==> src/hdl/lzw_variable_width_encoder_assert.svh <==
// assertion macros used by the encoder control module
`ifndef LZW_VARIABLE_WIDTH_ENCODER_ASSERT_SVH
`define LZW_VARIABLE_WIDTH_ENCODER_ASSERT_SVH

// condition must hold in the same cycle as the trigger
`define LVWE_ASSERT_IMPL(label, clk, rstn, ante, cons) \
    label: assert property (@(posedge clk) disable iff (!rstn) (ante) |-> (cons)) \
        else $error("lvwe assertion failed");

// condition must hold in the cycle after the trigger
`define LVWE_ASSERT_NEXT(label, clk, rstn, ante, cons) \
    label: assert property (@(posedge clk) disable iff (!rstn) (ante) |=> (cons)) \
        else $error("lvwe assertion failed");

`endif

==> src/hdl/lvwe_pkg.sv <==
`default_nettype none
package lvwe_pkg;

    localparam int DICT_SIZE  = 4096;
    localparam int CODE_BITS  = 12;
    localparam int HASH_SLOTS = 8192;

    localparam int DICT_AW    = $clog2(DICT_SIZE);
    localparam int NC_W       = $clog2(DICT_SIZE + 1);
    localparam int HASH_BITS  = $clog2(HASH_SLOTS);
    localparam int KEY_W      = DICT_AW + 8;
    localparam int EPOCH_BITS = 8;
    localparam int CW_W       = 4;
    localparam int ALPHA_W    = 9;

    localparam logic [ALPHA_W-1:0] ALPHA_RESET = ALPHA_W'(256);
    localparam logic [31:0]        HASH_MULT   = 32'h9E37_79B1;

    typedef struct packed {
        logic [EPOCH_BITS-1:0] tag;
        logic [DICT_AW-1:0]    code;
    } lvwe_slot_t;

    typedef struct packed {
        logic accept;
        logic start_msg;
        logic hash;
        logic slot_rd;
        logic dict_rd;
        logic probe_next;
        logic hit;
        logic miss;
        logic sym_take;
        logic err;
        logic flush;
        logic end_msg;
        logic clr_step;
    } lvwe_cmd_t;

    typedef struct packed {
        logic aborted;
        logic match_valid;
        logic sym_ok;
        logic slot_empty;
        logic key_eq;
        logic probe_last;
        logic eom;
        logic out_free;
        logic clr_last;
        logic epoch_last;
    } lvwe_sts_t;

    // number of significant bits, at least one
    function automatic logic [CW_W-1:0] bit_count(input logic [NC_W-1:0] v);
        logic [CW_W-1:0] n;
        n = CW_W'(1);
        for (int i = 0; i < NC_W; i++) begin
            if (v[i]) n = CW_W'(i + 1);
        end
        return n;
    endfunction

    // multiplicative hash, low bits only
    function automatic logic [HASH_BITS-1:0] hash_of(input logic [KEY_W-1:0] key);
        logic [HASH_BITS-1:0] k;
        logic [HASH_BITS-1:0] m;
        k = HASH_BITS'(key);
        m = HASH_MULT[HASH_BITS-1:0];
        return HASH_BITS'(k * m);
    endfunction

endpackage
`default_nettype wire

==> src/hdl/lvwe_ctrl.sv <==
`default_nettype none
`include "lzw_variable_width_encoder_assert.svh"
module lvwe_ctrl (
    input  logic                aclk,
    input  logic                aresetn,
    input  logic                s_valid,
    input  logic                s_kind,
    output logic                s_ready,
    output lvwe_pkg::lvwe_cmd_t cmd,
    input  lvwe_pkg::lvwe_sts_t sts
);
    import lvwe_pkg::*;

    localparam logic [3:0] S_CLEAR = 4'd0;
    localparam logic [3:0] S_IDLE  = 4'd1;
    localparam logic [3:0] S_DISP  = 4'd2;
    localparam logic [3:0] S_SLOT  = 4'd3;
    localparam logic [3:0] S_CHK1  = 4'd4;
    localparam logic [3:0] S_CHK2  = 4'd5;
    localparam logic [3:0] S_MISS  = 4'd6;
    localparam logic [3:0] S_START = 4'd7;
    localparam logic [3:0] S_FLUSH = 4'd8;

    logic [3:0] state_reg;
    logic [3:0] state_next;
    logic [3:0] after_end;

    // wrap of the epoch forces a sweep of the hash slots
    assign after_end = sts.epoch_last ? S_CLEAR : S_IDLE;

    always_comb begin
        cmd        = '0;
        s_ready    = 1'b0;
        state_next = state_reg;
        unique case (state_reg)
            S_CLEAR: begin
                cmd.clr_step = 1'b1;
                if (sts.clr_last) state_next = S_IDLE;
            end
            S_IDLE: begin
                s_ready    = 1'b1;
                cmd.accept = s_valid;
                if (s_valid && s_kind) state_next = S_DISP;
            end
            S_DISP: begin
                if (sts.aborted) begin
                    if (sts.eom) begin
                        cmd.end_msg = 1'b1;
                        state_next  = after_end;
                    end else begin
                        state_next = S_IDLE;
                    end
                end else if (!sts.match_valid) begin
                    cmd.start_msg = 1'b1;
                    state_next    = S_START;
                end else begin
                    cmd.hash   = 1'b1;
                    state_next = S_SLOT;
                end
            end
            S_SLOT: begin
                cmd.slot_rd = 1'b1;
                state_next  = S_CHK1;
            end
            S_CHK1: begin
                if (sts.slot_empty) begin
                    state_next = S_MISS;
                end else begin
                    cmd.dict_rd = 1'b1;
                    state_next  = S_CHK2;
                end
            end
            S_CHK2: begin
                if (sts.key_eq) begin
                    cmd.hit    = 1'b1;
                    state_next = sts.eom ? S_FLUSH : S_IDLE;
                end else if (sts.probe_last) begin
                    state_next = S_MISS;
                end else begin
                    cmd.probe_next = 1'b1;
                    state_next     = S_SLOT;
                end
            end
            S_MISS: begin
                if (sts.out_free) begin
                    cmd.miss   = 1'b1;
                    state_next = S_START;
                end
            end
            S_START: begin
                if (!sts.sym_ok) begin
                    if (sts.out_free) begin
                        cmd.err = 1'b1;
                        if (sts.eom) begin
                            cmd.end_msg = 1'b1;
                            state_next  = after_end;
                        end else begin
                            state_next = S_IDLE;
                        end
                    end
                end else begin
                    cmd.sym_take = 1'b1;
                    state_next   = sts.eom ? S_FLUSH : S_IDLE;
                end
            end
            S_FLUSH: begin
                if (sts.out_free) begin
                    cmd.flush   = 1'b1;
                    cmd.end_msg = 1'b1;
                    state_next  = after_end;
                end
            end
            default: state_next = S_IDLE;
        endcase
    end

    always_ff @(posedge aclk) begin
        if (!aresetn) begin
            state_reg <= S_CLEAR;
        end else begin
            state_reg <= state_next;
        end
    end

    `LVWE_ASSERT_IMPL(a_one_result, aclk, aresetn, 1'b1, ($onehot0({cmd.miss, cmd.err, cmd.flush})))
    `LVWE_ASSERT_IMPL(a_emit_free, aclk, aresetn, (cmd.miss || cmd.err || cmd.flush), sts.out_free)
    `LVWE_ASSERT_NEXT(a_end_idle, aclk, aresetn, cmd.end_msg, (state_reg == S_IDLE || state_reg == S_CLEAR))
    `LVWE_ASSERT_IMPL(a_no_accept_busy, aclk, aresetn, cmd.accept, (state_reg == S_IDLE))

endmodule
`default_nettype wire
==> config.mk <==
export PLATFORM = sky130hd
export DESIGN_NAME = lvwe_ctrl
export DESIGN_NICKNAME = d
export VERILOG_FILES = /design/src/hdl/lvwe_pkg.sv /design/src/hdl/lvwe_ctrl.sv
export VERILOG_INCLUDE_DIRS = /design/src /design/src/hdl
export SDC_FILE = /design/constraint.sdc
export NUM_CORES = 1
export LEC_CHECK = 0
export BUFFER_PORTS_ARGS = -buffer_cell sky130_fd_sc_hd__buf_2
export CAP_MARGIN = 20
export CORE_UTILIZATION = 35
export CTS_BUF_LIST = sky130_fd_sc_hd__clkbuf_2
export DETAILED_ROUTE_END_ITERATION = 12
export GPL_ROUTABILITY_DRIVEN = 0
export GPL_TIMING_DRIVEN = 0
export SLEW_MARGIN = 20
export SYNTH_ARGS = -nofsm -noshare
export SYNTH_HDL_FRONTEND = slang
export SYNTH_SLANG_ARGS = --single-unit
==> constraint.sdc <==
create_clock -name aclk -period 2.5 [get_ports aclk]
set_clock_uncertainty 0.2 [all_clocks]
set_input_delay 0.5 -clock aclk [delete_from_list [all_inputs] [get_ports aclk]]
set_output_delay 0.5 -clock aclk [all_outputs]
set_load 0.005 [all_outputs]
* After elaboration in Yosys (flattened, before gate mapping) *
Cells that the tools add are included.
W data, S select, Z words.

cells by class
  add/sub/neg operators = 0
  multiply operators = 0
  divide/modulo/power cells = 0
  $lt $le $gt $ge = 0
  equality and inequality tests = 13
  shift-type cells = 0
  mux-type cells = 41
  bitwise logic cells = 0
  reductions and logical operators = 3

operators by type and width
  cell                  count
  $mux W4               9
  $pmux W4 S9           1
  $mux W1               22
  $eq A4 B3 Y1 const B  4
  $mux W2               6
  $eq A4 B2 Y1 const B  2
  $ne A2 B2 Y1 const B  4
  $mux W3               2
  $reduce_and A5 Y1     1
  $eq A4 B1 Y1 const B  1
  $eq A4 B4 Y1 const B  1
  $logic_not A4 Y1      1
  $ne A3 B3 Y1 const B  1
  $pmux W1 S3           1
  $logic_and A1 B1 Y1   1

storage, ports and cells
  register bits = 4
  bits in latches = 0
  memory bits (writable) = 0
  memory bits (read-only) = 0
  input port bits = 14
  memories kept = 0

* Depth between registers and ports, before layout *
Gate-level depths: netlist of run 1.

  word-level depth = 5
  depth in mapped cells = 7
  gate-level depth less buffers = 5

* Least setup slack after synthesis of run 1 *
No wires, ideal clock.

  path type = reg-to-output
  start point = register state_reg[1]
  end point = output port cmd[1] (netlist name)
  arrival time = 1.082 ns
  data required time = 1.800 ns
  path slack = 0.718 ns
  stages on the path, launching flop included = 7
  buffers on the path = 2
  cells stage by stage = dfxtp_1 > buf_4 > buf_2 > nand2_1 > nor2_1 > a21o_1 > a21o_1

RTL lines
  what                      line              text
  start: declaration        lvwe_ctrl.sv:24   logic [3:0] state_reg;
  start signal: assignment  lvwe_ctrl.sv:121  state_reg <= state_next;
  end: declaration          lvwe_ctrl.sv:9    output lvwe_pkg::lvwe_cmd_t cmd,

==> results of run 1 <==
## cell families after synthesis
group | share of synthesized area [%]
compound gates | 31.42
xor+xnor | 1.384
buf+inv | 12.25
flops | 12.65
mux | 3.162
simple gates | 39.13
## worst max-delay path, delay by kind of cell, from the launching register on
family	cells	cell delay, ns
compound gates	2	0.22
buf+inv	3	0.51
flops	1	0.30
simple gates	2	0.25
## worst paths after layout
| path | slack [ns] | startpoint | cells after the start | endpoint |
|---|---|---|---|---|
| setup / recovery | 0.31 | state_reg[1]$_SDFFE_PN0P_ | 7 | cmd[1] |
| hold / removal | 0.35 | aresetn | 3 | state_reg[2]$_SDFFE_PN0P_ |
| setup reg to reg | 0.81 | state_reg[1]$_SDFFE_PN0P_ | 6 | state_reg[2]$_SDFFE_PN0P_ |
| hold reg to reg | 0.51 | state_reg[0]$_SDFFE_PN0P_ | 4 | state_reg[2]$_SDFFE_PN0P_ |
## synthesized netlist by cell type (2+ instances only)
master     n
nor2_1     8
nand2_1    7
nor3_1     6
a21oi_1    4
a31oi_1    4
buf_6      4
dfxtp_1    4
inv_1      4
a2111oi_4  3
a21o_1     3
nand3_1    3
nor2b_1    3
o21ai_0    3
and3_1     2
buf_2      2
mux2i_1    2
o21ai_1    2
## power groups by stage
| stage | Clock [mW] | Combinational, mW | Sequential [mW] |
|---|---|---|---|
| global route | 0.0727 | 0.479 | 0.0871 |
| CTS | 0.0618 | 0.435 | 0.0864 |
| global placement | 0 | 0.429 | 0.0864 |
| detailed placement | 0 | 0.433 | 0.0876 |
| finish | 0.0576 | 0.431 | 0.0863 |
| floorplan | 0 | 0.330 | 0.0860 |
## metrics by stage
| stage | cells | util (%) | power (mW) | hold WS (ns) |
|---|---|---|---|---|
| 2_1_floorplan | 81 | - | 0.4162 | 0.4146 |
| 3_3_place_gp | 133 | 46.81 | 0.5156 | 0.5022 |
| 3_5_place_dp | 133 | 46.81 | 0.5211 | 0.5062 |
| 4_1_cts | 136 | 47.69 | 0.5830 | 0.3353 |
| 5_1_grt | 136 | 47.69 | 0.6390 | 0.3177 |
| 6_report | 136 | 47.69 | 0.5745 | 0.3501 |
## metal layers
layer,routed length [um],track usage (%),vias to the layer above
met5,0,0,-
met4,0,1.818,0
met3,89,4.898,0
met2,709,30.00,27
met1,763,22.14,306
li1,-,-,351
## area by class of cell
type,count,area [um2]
plain buffers,7,62.56
multi-input cells,66,475.5
inverters,4,15.01
flip-flops and latches,4,80.08
fillers,179,893.4
well taps,25,31.28
clock buffers,3,15.01
repair buffers,27,135.1
==> reports/summary.txt, run 1 <==
Residual DRC: 0
CTS Buffer Depth: 2
outcome: complete, no violations
Synth Flop Type: dfxtp_1
Reg power frac: 15.0%
fin nets: 127
vias in the first global route: 615
GR Overflow Total: 0
layout cell share with drive strength beyond 1: 41.44%
# resized after CTS: 0
Leak Pwr: 0.3754 nW
sequential area share after synthesis: 12.65%
# hold bufs at CTS: 0
# H-tree levels: 1
clk sinks: 4
fin. max-slew vios: 0
I/O pin cnt: 28
dominant cells by area after synthesis: a2111oi_4 13%, dfxtp_1 13%, buf_6 7.1%
fin crit period: 2.188 ns
wire per inst: 11.49 um
via count: 684
Die Y: 44.53 um
Max Fclk: 0.4571 GHz
relative slew slack: 72.26%
RSZ-0062 raised after global routing: no
HP Class: in2reg
Die W: 44.53 um
CTS tree: built
combinational share of power: 74.9%
vias per cell: 5.029
slowest stage cell, crit path: dfxtp_1
worst slew pin tran: 0.4057 ns
post-route ant nets: 0
Synth-to-Final Area Change: 28.66%
CP Class: reg2out
Post-synth EDFFs: 0
placed inst area: 799.5 um2
Detailed Route Iter0 Violations: 13
CP Cell Sequence: buf_4 > buf_2 > nand2_1 > nor2_1 > a21o_1 > a21o_1 > buf_2
GRT Util Overall: 17.39%
Unique masters post-synth: 34
post-DP HPWL: 1265 um
Post-CTS Setup Repair Bufs: 0
crit path launch type: flop
port bufs: 27
Synth Net Count: 95
Hold Fails Final Rpt: 0
total of max-cap violations: 0
synthesized flop and latch total: 4
sw power: 0.2685 mW
fin area: 814.5 um2
final WL: 1563 um
Final setup viols: 0
largest net degree at the start of global routing: 11
switching share of total power: 46.74%
Syn Area/Cell: 7.816 um2
Syn Inst Count: 81
endpoint type of the worst setup path: output port
Final WS setup: 0.3122 ns
Antenna diodes: 0
max reg flops: 4
TNS Setup: 0 ns
CP required: 1.80 ns
core footprint: 1708 um2
Internal: 0.3060 mW
ys async rst share: 0%
dpl ws: 0.5140 ns
Synth warnings: 0
crit share post-route: 87.51%
Reg clk slew, reported paths: 0.04 ns
Pwr Density: 705.3 nW/um2
initial antenna violation count: 0
most frequent cells in the layout: 29 x buf_2, 8 x nor2_1, 7 x nand2_1
clock root cell: clkbuf_2
post-synth top area share: 13.04%
crit path max fanout: 10
CP arrival: 1.49 ns
total CTS buffers: 3
Max VDD drop: 427.0 uV
DRT Pass-1 Iters: 4
die area: 1983 um2
CP max stage delay: 0.30 ns
Clock Latency Late Sink: 0.21 ns
leading area contributor after synthesis: a2111oi_4
clock power share: 10.0%
Netlist Area Pre-Place: 633.1 um2
initial core utilization: 37.07%
commonest non-fill, non-tap cell in the layout: buf_2
Site Rows: 15
first-pass GRT wire length: 2566 um
Note: power is estimated with default switching activity, not from simulation.
==> inputs of run 2 (changes only) <==
Settings changed: CELL_PAD_IN_SITES_DETAIL_PLACEMENT set to 1, CELL_PAD_IN_SITES_GLOBAL_PLACEMENT set to 1, PLACE_DENSITY_LB_ADDON set to 0.1.
==> reports/summary.txt, run 2 (synthesis gave the netlist of run 1 again) <==
outcome: complete, no violations
vias in the first global route: 648
port bufs: 27
GR Overflow Total: 0
DRT Pass-1 Iters: 4
Max VDD drop: 508.4 uV
Setup crit start: state_reg[1]$_SDFFE_PN0P_
commonest non-fill, non-tap cell in the layout: buf_2
Fill cells: 228
crit share post-route: 89.21%
R2R setup slack: 0.78 ns
CP Class: reg2out
total CTS buffers: 3
fin nets: 127
Synth-to-Final Area Change: 28.66%
largest net degree at the start of global routing: 11
relative slew slack: 71.16%
hold depth: 2
Hold Fails Final Rpt: 0
clock root cell: clkbuf_2
Die W: 44.53 um
worst slew pin tran: 0.4217 ns
Worst Hold Margin: 0.3587 ns
Max Fclk: 0.4484 GHz
# resized after CTS: 0
CP arrival: 1.53 ns
post-route ant nets: 0
# H-tree levels: 1
first-pass GRT wire length: 2925 um
crit path launch type: flop
fin crit period: 2.230 ns
Post-CTS Setup Repair Bufs: 0
fin area: 814.5 um2
HP Class: in2reg
Reg clk slew, reported paths: 0.05 ns
placed inst area: 799.5 um2
CTS tree: built
final WL: 1784 um
GRT Util Overall: 20.13%
Antenna diodes: 0
wire per inst: 13.12 um
Final setup viols: 0
layout cell share with drive strength beyond 1: 41.44%
I/O pin cnt: 28
initial antenna violation count: 0
CP required: 1.80 ns
total of max-cap violations: 0
CTS Buffer Depth: 2
die area: 1983 um2
fin. max-slew vios: 0
crit path max fanout: 10
Pwr Density: 710.5 nW/um2
Site Rows: 15
initial core utilization: 37.07%
Worst Setup EP: cmd[1]
Leak Pwr: 0.3754 nW
Reg area: 80.08 um2
clk sinks: 4
Clock Latency Late Sink: 0.21 ns
Die Y: 44.53 um
vias per cell: 5.081
core footprint: 1708 um2
RSZ-0062 raised after global routing: no
via count: 691
area of the multi-input gates: 475.5 um2
endpoint type of the worst setup path: output port
max reg flops: 4
Detailed Route Iter0 Violations: 7
Critical R2R Capture: state_reg[2]$_SDFFE_PN0P_
Residual DRC: 0
# hold bufs at CTS: 0
reg2reg start: state_reg[1]$_SDFFE_PN0P_
R2R cell count: 6
TNS Setup: 0 ns
most frequent cells in the layout: 29 x buf_2, 8 x nor2_1, 7 x nand2_1
post-DP HPWL: 1421 um
==> run 2: critical path, stage by stage, from the launching register on <==
cell and delay [ns]:
dfxtp_1 0.30, buf_4 0.17, buf_2 0.25, nand2_1 0.11, nor2_1 0.15, a21o_1 0.13
a21o_1 0.10, buf_2 0.10
==> run 2: how the worst min path moves through the flow <==
| stage | from | end | slack (ns) |
|---|---|---|---|
| final | aresetn | state_reg[3]$_SDFFE_PN0P_ | 0.36 |
| after global routing | aresetn | state_reg[3]$_SDFFE_PN0P_ | 0.36 |
| after CTS | aresetn | state_reg[3]$_SDFFE_PN0P_ | 0.35 |
| after detailed placement | state_reg[0]$_SDFFE_PN0P_ | state_reg[2]$_SDFFE_PN0P_ | 0.51 |
| after global placement | state_reg[0]$_SDFFE_PN0P_ | state_reg[2]$_SDFFE_PN0P_ | 0.50 |
| after floorplan | aresetn | state_reg[2]$_SDFFE_PN0P_ | 0.41 |
==> run 2: stage by stage <==
step / power (mW) / std cells / setup slack (ns) / utilization [%]
finish: 0.5787 / 136 / 0.2697 / 47.69
global route: 0.6320 / 136 / 0.1301 / 47.69
CTS: 0.5870 / 136 / 0.2553 / 47.69
detailed placement: 0.5261 / 133 / 0.4886 / 46.81
global placement: 0.5213 / 133 / 0.5064 / 46.81
floorplan: 0.4162 / 81 / 0.7180 / -
==> run 2: final cells by class <==
class | count | area share (%)
well taps | 25 | 3.840
repair buffers | 27 | 16.59
multi-input cells | 66 | 58.37
flip-flops and latches | 4 | 9.831
plain buffers | 7 | 7.680
inverters | 4 | 1.843
clock buffers | 3 | 1.843
==> run 2: per-layer routing <==
| metal | global-route usage, % | part of all wire [%] | vias up |
|---|---|---|---|
| li1 | - | - | 353 |
| met1 | 26.70 | 49 | 313 |
| met2 | 33.24 | 45 | 25 |
| met3 | 4.898 | 5.5 | 0 |
| met4 | 3.636 | 0 | 0 |
| met5 | 0 | 0 | - |
==> run 2: report_power, final <==
part	total [mW]	switching, mW	internal [mW]	leakage (nW)
registers	0.0860	0.00665	0.0794	0.0327
clock network	0.0590	0.0267	0.0322	0.0125
logic	0.434	0.239	0.194	0.330
